**config.mk**
```make
export PLATFORM = sky130hd
export DESIGN_NAME = hep_byte_out
export DESIGN_NICKNAME = d
export VERILOG_FILES = /design/src/rtl/hep_pkg.sv /design/src/rtl/hep_byte_out.sv
export SDC_FILE = /design/constraint.sdc
export NUM_CORES = 1
export LEC_CHECK = 0
export BUFFER_PORTS_ARGS = -buffer_cell sky130_fd_sc_hd__buf_2
export CAP_MARGIN = 10
export CORE_ASPECT_RATIO = 0.9
export CORE_MARGIN = 5
export CORE_UTILIZATION = 54
export CTS_CLUSTER_SIZE = 40
export DETAILED_ROUTE_END_ITERATION = 7
export GPL_ROUTABILITY_DRIVEN = 0
export PLACE_DENSITY_LB_ADDON = 0.05
export REMOVE_ABC_BUFFERS = 1
export SETUP_SLACK_MARGIN = 0.2
export SLEW_MARGIN = 10
export SYNTH_ARGS = -nofsm -noshare
export SYNTH_HDL_FRONTEND = slang
export SYNTH_SLANG_ARGS = --single-unit
```
**constraint.sdc**
```tcl
create_clock -name clk -period 10 [get_ports clk]
set_input_delay 1.5 -clock clk [delete_from_list [all_inputs] [get_ports clk]]
set_output_delay 1.5 -clock clk [all_outputs]
set_load 0.05 [all_outputs]
```
**src/rtl/hep_pkg.sv**
```systemverilog
// shared types and constants for the huffman code packer
// no dependencies; used by every module of the block
`default_nettype none

package hep_pkg;

  localparam int MAX_CODE_BITS_DEF = 32;
  localparam int SYMBOL_COUNT_DEF  = 256;

  localparam int SYMBOL_W    = 8;
  localparam int CODE_WORD_W = 32;
  localparam int CODE_LEN_W  = 6;
  localparam int BYTE_W      = 8;
  localparam int PEND_W      = 7;
  localparam int PCNT_W      = 3;

  typedef enum logic [1:0] {
    OP_LOAD   = 2'd0,
    OP_ENCODE = 2'd1,
    OP_FLUSH  = 2'd2
  } opcode_t;

  typedef struct packed {
    opcode_t                  opcode;
    logic [SYMBOL_W-1:0]      symbol;
    logic [CODE_WORD_W-1:0]   code_word;
    logic [CODE_LEN_W-1:0]    code_length;
  } in_item_t;

  typedef struct packed {
    logic [BYTE_W-1:0] out_byte;
    logic              last;
  } out_item_t;

  // lookup stage to pack stage
  typedef struct packed {
    logic valid;
    logic encode;
    logic flush;
  } pack_ctl_t;

endpackage

`default_nettype wire

```
**src/rtl/hep_byte_out.sv**
```systemverilog
// output register: holds the bytes of one item and hands them out one per
// beat, marking the final one. depends on hep_pkg
`default_nettype none

module hep_byte_out #(
  parameter int BYTES_MAX = 4
) (
  input  wire logic                                  clk,
  input  wire logic                                  rst_n,
  input  wire logic                                  emit_load,
  input  wire logic [$clog2(BYTES_MAX+1)-1:0]        emit_n,
  input  wire logic [BYTES_MAX*hep_pkg::BYTE_W-1:0]  emit_data,
  output logic                                       emit_free,
  output logic                                       out_valid,
  input  wire logic                                  out_stall,
  output hep_pkg::out_item_t                         out_item
);

  localparam int NB_W   = $clog2(BYTES_MAX + 1);
  localparam int DATA_W = BYTES_MAX * hep_pkg::BYTE_W;

  logic [DATA_W-1:0] data_r, data_nxt;
  logic [NB_W-1:0]   cnt_r, cnt_nxt;
  logic              take;

  assign out_valid         = (cnt_r != '0);
  assign take              = out_valid && !out_stall;
  assign emit_free         = (cnt_r == '0) || ((cnt_r == NB_W'(1)) && take);
  assign out_item.out_byte = data_r[hep_pkg::BYTE_W-1:0];
  assign out_item.last     = (cnt_r == NB_W'(1));

  always_comb begin
    data_nxt = data_r;
    cnt_nxt  = cnt_r;
    if (emit_load) begin
      data_nxt = emit_data;
      cnt_nxt  = emit_n;
    end else if (take) begin
      data_nxt = data_r >> hep_pkg::BYTE_W;
      cnt_nxt  = cnt_r - NB_W'(1);
    end
  end

  always_ff @(posedge clk) begin
    data_r <= data_nxt;
  end

  always_ff @(posedge clk) begin
    if (!rst_n) begin
      cnt_r <= '0;
    end else begin
      cnt_r <= cnt_nxt;
    end
  end

endmodule

`default_nettype wire

```
==> results.json <==
{
  "yosys_warnings": 0,
  "core_sq_um": 2790,
  "rows": 18,
  "antenna_found_initial": 0,
  "grt_pass1_vias": 883,
  "drt_iter0_markers": 34,
  "area_delta_synth_final_pct": 16.6,
  "globalRouteMet3Util_pct": 6.75,
  "clock_skew_ns": 0.00358,
  "antenna_left": 0,
  "antenna_cells": 0,
  "die_w_um": 67.3,
  "yosysTopAreaCell": "edfxtp_1",
  "synth-seq-cells": 35,
  "grt_use_met2_pct": 22.1,
  "ff2ff_path_depth": 4,
  "status": "completed",
  "ir_drop_mv": 0.0975,
  "place_inst": 181,
  "drt-total-wl_mm": 2.38,
  "viasPerCell": 4.88,
  "dp_hpwl_mm": 1.65,
  "maxSlewHeadroom_pct": 36.2,
  "io_pins": 50,
  "grt_pass1_wl_mm": 3.80,
  "synth_seq_area_share_pct": 64.1,
  "setup_viol": 0,
  "min_path_cells": 1,
  "globalRouteTotalUtil_pct": 13.2,
  "top_usage_layer": "met2",
  "overflow": 0,
  "start_util_pct": 57.1,
  "worst_path_most_repeated_cell": "buf_2",
  "yosys.cell_types.count": 21,
  "cts_tree": "built",
  "critical_path_class": "in -> out",
  "cts_setup_buffers": 0,
  "final_hold_viol_count": 0,
  "layout-drive-gt1-share_pct": 38.3,
  "finish.net_count": 190,
  "leakage_nw": 0.783,
  "vias": 923,
  "htreeDepth": 2,
  "grt_util_met1_pct": 13.6,
  "rsz0062_at_grt": "false",
  "p_per_area_nw_per_um2": 166,
  "netlist_instances": 104,
  "multiInputGateArea_sq_um": 473,
  "reg2reg_setup_slack_ns": 8.02,
  "finalCritPeriodShare_pct": 35.6,
  "setup_tns_ns": 0,
  "cp.arrival_ns": 2.06,
  "syn_area_sq_um": 1590,
  "grt_max_degree": 35,
  "cts_made_buffers": 5,
  "post-route-drc-count": 0,
  "drt_first_pass_iters": 4,
  "hold_path.class": "reg -> reg",
  "die_h_um": 61.5,
  "cts_buffer_depth": 2,
  "drv_slew": 0,
  "clk_latency_ns": 0.33,
  "slowest_delay_ns": 0.28,
  "cp.required_ns": 8.50,
  "worst_pin_slew_ns": 0.953,
  "clock_sinks": 35,
  "fill_cells": 236,
  "worstPathMaxFanout": 7,
  "synth_area_leaders": "edfxtp_1 (60%), mux2_1 (17%), dfxtp_1 (3.8%)",
  "cp_slowest_cell": "buf_2",
  "synth.top_cell.area_share_pct": 60.3,
  "period_needed_ns": 3.56,
  "crit_path_start_kind": "input port",
  "cts_root_buf": "clkbuf_4",
  "register_area_sq_um": 1020,
  "die_area_sq_um": 4140,
  "io_buffers": 49,
  "syn_area_per_cell_sq_um": 15.3,
  "cts_resized": 0,
  "final_cells": 189,
  "path_clk_slew_ns": 0.10,
  "wire_per_inst_um": 12.6,
  "hold_buffers": 0,
  "critical_path.endpoint_type": "output pin",
  "path_cells": "buf_2 -> o21ai_0 -> buf_2",
  "drv_cap": 0,
  "clock.fmax_mhz": 281,
  "hold_slack_ns": 0.536
}
==> metal layers <==
metal | vias to the layer above | wire length (um)
met1 | 426 | 928
met2 | 33 | 1200
met3 | 5 | 199
li1 | 459 | -
met4 | 0 | 53
met5 | - | 0
==> critical path, delay by kind of cell <==
kind | cells | cell delay [ns]
AO/OA/AOI/OAI | 1 | 0.14
buffers and inverters | 2 | 0.42
==> cell families (layout without fill, tap and decap cells) <==
| kind of cell | after synthesis | in the layout | share of synthesized area, % |
|---|---|---|---|
| adders and majority gates | 3 | 3 | 2.36 |
| and+or+nand+nor | 15 | 15 | 5.81 |
| buffers and inverters | 17 | 62 | 6.99 |
| DFF | 35 | 35 | 64.1 |
| AOI/OAI and AO/OA | 9 | 9 | 3.22 |
| muxes | 25 | 25 | 17.6 |
==> state kept, by name, summed over array words and instances, names as in the netlist <==
signal and count:
cnt_r 3, data_r 32
==> power by group <==
group	internal, mW	switching (mW)
registers	0.179	0.00355
logic	0.0191	0.0366
clock network	0.0274	0.0428
==> metrics by stage <==
step / power, mW / setup slack [ns] / utilization [%] / instance area (sq um)
floorplan: 0.223 / 5.74 / - / 1500
global placement: 0.240 / 6.44 / 64.7 / 1810
detailed placement: 0.242 / 6.43 / 64.7 / 1810
CTS: 0.313 / 6.44 / 66.5 / 1860
global route: 0.326 / 6.36 / 66.5 / 1860
finish: 0.308 / 6.44 / 66.5 / 1860
==> cells in the mapped netlist <==
library cell  instances
a21oi_1               1
a31oi_1               1
a41o_1                1
and2_1                8
and3_1                1
buf_2                 2
buf_4                 8
buf_6                 2
dfxtp_1               3
edfxtp_1             32
ha_1                  3
inv_1                 4
inv_2                 1
mux2_1               24
mux2i_1               1
nand2b_1              1
nand3b_1              1
nor2_1                1
nor2b_1               2
o21ai_0               6
or3_1                 1
==> layout make-up <==
| class | instances | share of cell area (%) |
|---|---|---|
| flip-flops and latches | 35 | 54.9 |
| multi-input cells | 52 | 25.5 |
| repair buffers | 49 | 13.2 |
| well taps | 40 | 2.69 |
| clock buffers | 7 | 2.42 |
| inverters | 5 | 1.01 |
| clock inverters | 1 | 0.269 |
==> path summary, 6_finish.rpt <==
path	startpoint	end
min reg2reg	data_r[12]	data_r[4]
min	data_r[12]	data_r[4]
max	out_stall	emit_free
max reg2reg	cnt_r[0]	data_r[8]
==> placed cells by master (no fill, tap or decap), drive strengths merged <==
| cell type | Yosys | layout |
|---|---|---|
| nor2 | 1 | 1 |
| and3 | 1 | 1 |
| clkinv | 0 | 1 |
| nor2b | 2 | 2 |
| nand3b | 1 | 1 |
| nand2b | 1 | 1 |
| a21oi | 1 | 1 |
| clkbuf | 0 | 7 |
| mux2i | 1 | 1 |
| mux2 | 24 | 24 |
| and2 | 8 | 8 |
| o21ai | 6 | 6 |
| a31oi | 1 | 1 |
| or3 | 1 | 1 |
| a41o | 1 | 1 |
| ha | 3 | 3 |
| buf | 12 | 49 |
| edfxtp | 32 | 32 |
| inv | 5 | 5 |
| dfxtp | 3 | 3 |
Power figures use the tool's default switching activity.
