`config.mk`:
```
export PLATFORM = sky130hd
export DESIGN_NAME = hep_packer
export DESIGN_NICKNAME = d
export VERILOG_FILES = /design/src/rtl/hep_pkg.sv /design/src/rtl/hep_packer.sv
export SDC_FILE = /design/constraint.sdc
export NUM_CORES = 1
export LEC_CHECK = 0
export ABC_AREA = 1
export BUFFER_PORTS_ARGS = -buffer_cell sky130_fd_sc_hd__buf_2
export CORE_UTILIZATION = 50
export CTS_CLUSTER_SIZE = 25
export DETAILED_ROUTE_END_ITERATION = 6
export PLACE_DENSITY_LB_ADDON = 0.05
export SLEW_MARGIN = 10
export SYNTH_ARGS = -nofsm -noshare
export SYNTH_HDL_FRONTEND = slang
export SYNTH_SLANG_ARGS = --single-unit
```
`constraint.sdc`:
```
create_clock -name clk -period 3.1 [get_ports clk]
set_input_delay 0.62 -clock clk [delete_from_list [all_inputs] [get_ports clk]]
set_output_delay 0.62 -clock clk [all_outputs]
set_load 0.01 [all_outputs]
```
`src/rtl/hep_pkg.sv`:
```
// shared types and constants for the huffman code packer
// no dependencies; used by every module of the block
`default_nettype none

package hep_pkg;

  localparam int MAX_CODE_BITS_DEF = 32;
  localparam int SYMBOL_COUNT_DEF  = 256;

  localparam int SYMBOL_W    = 8;
  localparam int CODE_WORD_W = 32;
  localparam int CODE_LEN_W  = 6;
  localparam int BYTE_W      = 8;
  localparam int PEND_W      = 7;
  localparam int PCNT_W      = 3;

  typedef enum logic [1:0] {
    OP_LOAD   = 2'd0,
    OP_ENCODE = 2'd1,
    OP_FLUSH  = 2'd2
  } opcode_t;

  typedef struct packed {
    opcode_t                  opcode;
    logic [SYMBOL_W-1:0]      symbol;
    logic [CODE_WORD_W-1:0]   code_word;
    logic [CODE_LEN_W-1:0]    code_length;
  } in_item_t;

  typedef struct packed {
    logic [BYTE_W-1:0] out_byte;
    logic              last;
  } out_item_t;

  // lookup stage to pack stage
  typedef struct packed {
    logic valid;
    logic encode;
    logic flush;
  } pack_ctl_t;

endpackage

`default_nettype wire

```
`src/rtl/hep_packer.sv`:
```
// pack stage: merges a looked-up code with the pending bits and splits off
// whole bytes; holds the pending partial byte. depends on hep_pkg
`default_nettype none

module hep_packer #(
  parameter int CODE_BITS = hep_pkg::MAX_CODE_BITS_DEF,
  parameter int BYTES_MAX = (CODE_BITS + hep_pkg::PEND_W) / hep_pkg::BYTE_W
) (
  input  wire logic                              clk,
  input  wire logic                              rst_n,
  input  wire hep_pkg::pack_ctl_t                ctl,
  input  wire logic [CODE_BITS-1:0]              code,
  input  wire logic [hep_pkg::CODE_LEN_W-1:0]    len,
  input  wire logic                              emit_free,
  output logic                                   adv,
  output logic                                   emit_load,
  output logic [$clog2(BYTES_MAX+1)-1:0]         emit_n,
  output logic [BYTES_MAX*hep_pkg::BYTE_W-1:0]   emit_data
);

  localparam int ACC_W = CODE_BITS + hep_pkg::PEND_W;
  localparam int TOT_W = $clog2(CODE_BITS + 8);
  localparam int NB_W  = $clog2(BYTES_MAX + 1);

  logic [hep_pkg::PEND_W-1:0]  pbits_r, pbits_nxt;
  logic [hep_pkg::PCNT_W-1:0]  pcnt_r, pcnt_nxt;
  logic [ACC_W-1:0]            acc;
  logic [ACC_W-1:0]            acc_rest;
  logic [TOT_W-1:0]            total;
  logic [NB_W-1:0]             nbytes;

  assign acc   = ACC_W'(pbits_r) | (ACC_W'(code) << pcnt_r);
  assign total = TOT_W'(pcnt_r) + TOT_W'(len);

  always_comb begin
    acc_rest  = '0;
    nbytes    = '0;
    emit_data = '0;
    pbits_nxt = pbits_r;
    pcnt_nxt  = pcnt_r;
    if (ctl.encode) begin
      nbytes    = NB_W'(total >> 3);
      emit_data = acc[BYTES_MAX*hep_pkg::BYTE_W-1:0];
      acc_rest  = acc >> {nbytes, 3'b000};
      pbits_nxt = acc_rest[hep_pkg::PEND_W-1:0];
      pcnt_nxt  = total[hep_pkg::PCNT_W-1:0];
    end else if (ctl.flush) begin
      // empty flush emits nothing
      nbytes    = (pcnt_r != '0) ? NB_W'(1) : '0;
      emit_data = (BYTES_MAX*hep_pkg::BYTE_W)'(pbits_r);
      pbits_nxt = '0;
      pcnt_nxt  = '0;
    end
    adv       = ctl.valid && ((nbytes == '0) || emit_free);
    emit_load = adv && (nbytes != '0);
    emit_n    = nbytes;
  end

  always_ff @(posedge clk) begin
    if (!rst_n) begin
      pbits_r <= '0;
      pcnt_r  <= '0;
    end else if (adv) begin
      pbits_r <= pbits_nxt;
      pcnt_r  <= pcnt_nxt;
    end
  end

endmodule

`default_nettype wire

```
==> results of run 1 <==
[layout make-up]
class | instances | area, um2 | share of cell area
sequential | 10 | 200 | 0.0707
tap | 52 | 65.1 | 0.0230
clock buffer | 4 | 55.1 | 0.0194
timing repair buffer | 89 | 468 | 0.165
multi-input combinational | 412 | 1940 | 0.684
inverter | 28 | 108 | 0.0380
[sequential cells by signal, indices dropped and copies added (netlist names)]
| name | flops |
|---|---|
| pbits_r | 7 |
| pcnt_r | 3 |
[cell usage after synthesis]
master    number  area (um2)
inv_4          1        6.26
dfxtp_1       10         200
buf_1          7        26.3
nor2_1        18        67.6
nand3_4        2        35.0
a21oi_1       42         210
nand2_2        3        18.8
fa_1           1        20.0
o21ai_0        8        40.0
nand2_4        1        11.3
inv_1         25        93.8
nand2_1      167         627
nand4_1        2        12.5
nand3b_1       2        15.0
buf_2         12        60.1
inv_2          2        7.51
mux2i_1        1        10.0
a31oi_1        4        25.0
nand3_1      150         751
or2_2          1        6.26
a211oi_1       2        15.0
nor3_1         3        15.0
buf_6          1        11.3
a21boi_0       2        15.0
ha_1           3        37.5
clkbuf_1       8        30.0
buf_4          3        22.5
[metal layers]
metal,vias to the layer above,global-route usage
li1,1753,-
met1,1522,0.425
met2,172,0.524
met3,8,0.0470
met4,0,0.0444
met5,-,0
[cell usage in the layout, fill, tap and decap left out]
| cell type | instances |
|---|---|
| nand3_4 | 2 |
| a31oi_1 | 4 |
| nand4_1 | 2 |
| fa_1 | 1 |
| dfxtp_1 | 10 |
| nor3_1 | 3 |
| nor2_1 | 18 |
| ha_1 | 3 |
| buf_4 | 9 |
| mux2i_1 | 1 |
| nand2_4 | 1 |
| nand2_2 | 3 |
| inv_4 | 1 |
| a21boi_0 | 1 |
| inv_2 | 2 |
| o21ai_0 | 8 |
| inv_1 | 25 |
| clkbuf_8 | 4 |
| buf_2 | 80 |
| nand3b_1 | 2 |
| a21boi_2 | 1 |
| or2_2 | 1 |
| a21oi_1 | 42 |
| a211oi_1 | 2 |
| nand2_1 | 167 |
| nand3_1 | 150 |
[power by group through the flow]
stage	Sequential [mW]	Combinational [mW]	Clock (mW)
global placement	0.148	0.524	0
floorplan	0.146	0.374	0
finish	0.146	0.536	0.167
detailed placement	0.148	0.527	0
CTS	0.146	0.530	0.166
global route	0.147	0.604	0.175
[worst register-to-register path: cells and delay by family (launching register included)]
| kind | cells | cell delay (ns) |
|---|---|---|
| buffers and inverters | 1 | 0.76 |
| DFF | 1 | 0.36 |
| and+or+nand+nor | 9 | 1.02 |
[cells by family (layout without fill, tap and decap cells)]
group / Yosys count / count (layout) / share of synthesized area
and+or+nand+nor: 349 / 349 / 0.652
buffers and inverters: 59 / 121 / 0.108
AOI/OAI and AO/OA: 58 / 58 / 0.128
DFF: 10 / 10 / 0.0838
adders and majority gates: 4 / 4 / 0.0241
muxes: 1 / 1 / 0.00419
[worst paths after layout]
path | from | slack [ns] | depth (start not counted) | endpoint
max | len[0] | 0.18 | 15 | emit_load
min | pbits_r[0]$_SDFFE_PN0P_ | 0.55 | 4 | pbits_r[0]$_SDFFE_PN0P_
max reg2reg | pcnt_r[1]$_SDFFE_PN0P_ | 0.84 | 10 | pbits_r[5]$_SDFFE_PN0P_
min reg2reg | pbits_r[0]$_SDFFE_PN0P_ | 0.55 | 4 | pbits_r[0]$_SDFFE_PN0P_
[through the flow]
step                      setup slack [ns]  std cells  cell area, um2  power, mW  hold slack (ns)
after floorplan                      0.152        481            2390      0.519            0.503
after CTS                           0.0760        595            2830      0.842            0.547
after global routing               0.00546        595            2830      0.927            0.604
after global placement               0.138        591            2770      0.672            0.527
after detailed placement            0.0805        591            2770      0.676            0.537
final                                0.183        595            2830      0.849            0.551
==> impl_metrics.toml, run 1 <==
[floorplan]
die_w_um = 71.1
die-height_um = 71.1
io_pins = 81
start_util = 0.534
fp-row-count = 24
dieArea_um2 = 5060
core_um2 = 4470

[placed_design]
gp_congestion = 0.886
port_buffers = 80
dpl.hpwl_um = 5880

[global_route]
grt_max_degree = 37
grt_first_pass_wirelength_um = 13000
track_usage = 0.309
grt_pass1_vias = 3010
grt_antenna_before_repair = 0
overflow = 0

[cts]
numClockSinks = 10
cts.path.max_buffers = 2
clk_latency_ns = 0.24
root_buffer = "clkbuf_8"
cts.htree.levels = 1
ctsResizeCount = 0
numCtsBuffers = 3
ctsHoldBuffers = 0
cts_setup_buffers = 0
tritoncts = "built"
cts.clk_slew.worst_paths_ns = 0.05

[synthesis]
yosys_warnings = 0
syn_avg_cell_area_um2 = 4.97
ys_seq_area_frac = 0.0838
synth_cell_type_count = 27
syn_area_um2 = 2390
synthCells = 481
synth-seq-cells = 10
syn_nets = 529

[worst_setup_path]
required_ns = 2.48
path_max_fanout = 8
critPathCaptureType = "primary output"
path_cells = "buf_2, ha_1, fa_1, nand2_1, nand2_1, nand2_1, nand2_1, nand2_2, inv_4, nand2_2, nand3_4, a21boi_2, nand2_1, inv_1, buf_2"
cp_num_buf_inv = 4
crit_family = "adder cells"
cp_common_cell = "nand2_1"
worst-setup-path-type = "input port to primary output"
startpoint_type = "input port"
cp_slowest_cell = "fa_1"
cp.arrival_ns = 2.30
critPathMaxStageDelay_ns = 0.40

[finish]
fill_cells = 478
num_antenna_cells = 0
drive_gt1_frac = 0.192
final_util = 0.633
nNetsFinal = 592
area_delta_synth_final_pct = 18.5

[power_and_ir_drop]
p_seq_frac = 0.172
pwr-share-comb = 0.631
worst_ir_drop_vdd_v = 0.000177
p_leak_nw = 1.58
power-per-cell-area_nw_per_um2 = 300
power_frac_clock = 0.197
p_switching_mw = 0.408
sw_frac_of_total = 0.480
p_int_mw = 0.441

[sta]
worst_pin_slew_ns = 1.02
rsz0062_at_grt = "false"
hold_viol_final = 0
timing.final.setup_violations = 0
setup_tns_ns = 0
min_period_ns = 2.92
relSlewSlack = 0.318
max_freq_ghz = 0.343
finalCritPeriodShare = 0.941
finalMaxSlewViolations = 0
clock_skew_ns = 0.00427

[status]
status = "finished with violations"
failed_checks = "design-rule violations"

[drt]
dr.pass1.iters = 7
highest_layer = "met4"
wl_met1_um = 3470
avgRoutedWirePerCell_um = 13.0
dr_wl_met2_um = 3640
drtIter0Drc = 303
drtAntennaViolNets = 0
met3_wirelength_um = 571
drcViolationCount = 4
wirelength_um = 7730
num_vias = 3455
viasPerCell = 5.81

[worst_hold_path]
min_path_type = "flip-flop to flip-flop"

[job]
cap_violations = 0
Note: power is estimated with default switching activity, not from simulation.
==> run 2: changes to the inputs <==
--- a/config.mk
+++ b/config.mk
@@ -7,6 +7,7 @@
 export LEC_CHECK = 0
 export ABC_AREA = 1
 export BUFFER_PORTS_ARGS = -buffer_cell sky130_fd_sc_hd__buf_2
+export CORE_MARGIN = 5
 export CORE_UTILIZATION = 50
 export CTS_CLUSTER_SIZE = 25
 export DETAILED_ROUTE_END_ITERATION = 6
==> run 2 against run 1 <==
Compared with the run above:
- the run now ends clean
- sequential power is essentially flat
- largest cell class unchanged
- maximum frequency shrank 0.57%
- global-route usage fell by 5.3 points
- routed wire length grew 5.3%
- combinational power hardly changed
- setup slack worse by 0.017 ns
- die area grew 24%
- register-to-register slack gained 0.10 ns
- critical path depth is the same
- power about the same
==> impl_metrics.toml, run 2 (same netlist as run 1, synthesis figures left out) <==
[worst_setup_path]
rr_startpoint = "pcnt_r[0]$_SDFFE_PN0P_"
ff2ff_setup_slack_ns = 0.94
crit-reg2reg-capture = "pbits_r[1]$_SDFFE_PN0P_"
path_max_fanout = 8
cp_common_cell = "nand2_1"
crit_cells = 15
crit_family = "adder cells"
required_ns = 2.48
path_cells = "buf_2, ha_1, fa_2, nand2_1, nand2_1, nand2_1, nand2_1, nand2_2, inv_4, nand2_2, nand3_4, a21boi_2, nand2_1, inv_1, buf_2"
worst-setup-path-type = "input port to primary output"
cp.arrival_ns = 2.31
ff2ff_path_depth = 14
critPathCaptureType = "primary output"
critPathMaxStageDelay_ns = 0.36
cp_num_buf_inv = 4
startpoint_type = "input port"
cp_slowest_cell = "fa_2"

[drt]
num_vias = 3427
viasPerCell = 5.73
avgRoutedWirePerCell_um = 13.6
drtIter0Drc = 243
wirelength_um = 8140
dr.pass1.iters = 5
drtAntennaViolNets = 0
drcViolationCount = 0

[sta]
hold_viol_final = 0
worst_pin_slew_ns = 0.666
worst_slack_ns = 0.166
clock_skew_ns = 0.00293
timing.final.setup_violations = 0
max_freq_ghz = 0.341
finalCritPeriodShare = 0.946
finalMaxSlewViolations = 0
relSlewSlack = 0.555
setup_tns_ns = 0
min_period_ns = 2.93
rsz0062_at_grt = "false"

[global_route]
overflow = 0
grt_first_pass_wirelength_um = 13500
track_usage = 0.256
grt_max_degree = 38
grt_pass1_vias = 3099
grt_antenna_before_repair = 0

[finish]
largestRegisters = "pbits_r x7, pcnt_r x3"
largest_reg_flops = 7
final_area_um2 = 2840
regMostFlops = "pbits_r"
area_delta_synth_final_pct = 19.0
drive_gt1_frac = 0.195
multiInputGateArea_um2 = 1940
mostFrequentLayoutCells = "nand2_1 (167), nand3_1 (150), buf_2 (80)"
seqCellArea_um2 = 200
final_common_cell = "nand2_1"
num_antenna_cells = 0
nNetsFinal = 593
fill_cells = 559

[status]
status = "finished clean"

[cts]
ctsHoldBuffers = 0
tritoncts = "built"
numClockSinks = 10
cts.clk_slew.worst_paths_ns = 0.05
cts.htree.levels = 1
numCtsBuffers = 3
root_buffer = "clkbuf_8"
cts.path.max_buffers = 2
clk_latency_ns = 0.24

[worst_hold_path]
whs_path_depth = 4
hold_path_startpoint = "pbits_r[0]$_SDFFE_PN0P_"
min_path_type = "flip-flop to flip-flop"
hold_end = "pbits_r[0]$_SDFFE_PN0P_"

[floorplan]
fp-row-count = 25
start_util = 0.509
dieArea_um2 = 6260
die-height_um = 79.1
io_pins = 81
die_w_um = 79.1
core_um2 = 4690

[placed_design]
place_ws_ns = 0.0662
gp_congestion = 0.919
port_buffers = 80
placed_area_um2 = 2780
dpl.hpwl_um = 6140

[job]
cap_violations = 0

[power_and_ir_drop]
power-per-cell-area_nw_per_um2 = 299
p_leak_nw = 1.58
worst_ir_drop_vdd_v = 0.000191
[run 2: cell types whose count changed in the layout (fill, tap and decap cells not counted)]
cell / before / now
fa_2: 0 / 1
fa_1: 1 / 0
buf_4: 9 / 10
[run 2: timing repair]
item | CTS | global route
buffers inserted | 0 | 0
gates resized for setup | 0 | 3
endpoints found under the setup margin | 0 | 2
hold endpoints to repair | 0 | 0
[run 2: worst min-delay path, stage by stage (launching register included)]
cell and delay (ns):
dfxtp_1 0.30, inv_1 0.07, nand2_2 0.05, nand2_1 0.04, nor2_1 0.03
[run 2: worst max-delay path by stage]
stage	from	to	slack, ns
4_1_cts	len[0]	emit_load	0.06
3_5_place_dp	len[0]	emit_load	0.07
3_3_place_gp	len[0]	emit_load	0.12
5_1_grt	len[0]	emit_load	0.02
2_1_floorplan	len[0]	emit_load	0.15
6_report	len[0]	emit_load	0.17
[run 2: report_power, final]
group / total (mW) / internal, mW / switching (mW)
Clock: 0.165 / 0.112 / 0.0529
Combinational: 0.539 / 0.191 / 0.348
Sequential: 0.145 / 0.139 / 0.00609
[run 2: stage by stage]
step           total power, mW  hold slack (ns)  cells  utilization
3_5_place_dp             0.681            0.527    594        0.593
4_1_cts                  0.846            0.538    598        0.605
2_1_floorplan            0.519            0.503    481            -
6_report                 0.849            0.540    598        0.606
5_1_grt                  0.925            0.596    598        0.606
3_3_place_gp             0.677            0.526    594        0.593
[run 2: metal layers]
metal	share of wire	wire length, um	GRT usage	vias up
met5	0	0	0	-
met4	0.0096	78	0.0481	0
met3	0.077	630	0.0363	10
met2	0.46	3730	0.440	139
met1	0.45	3700	0.342	1527
li1	-	-	-	1751
[run 2: area by class of cell]
class                           count  area share
Multi-Input combinational cell    412       0.681
Timing Repair Buffer               90       0.167
Sequential cell                    10      0.0704
Inverter                           28      0.0378
Tap cell                           54      0.0238
Clock buffer                        4      0.0194
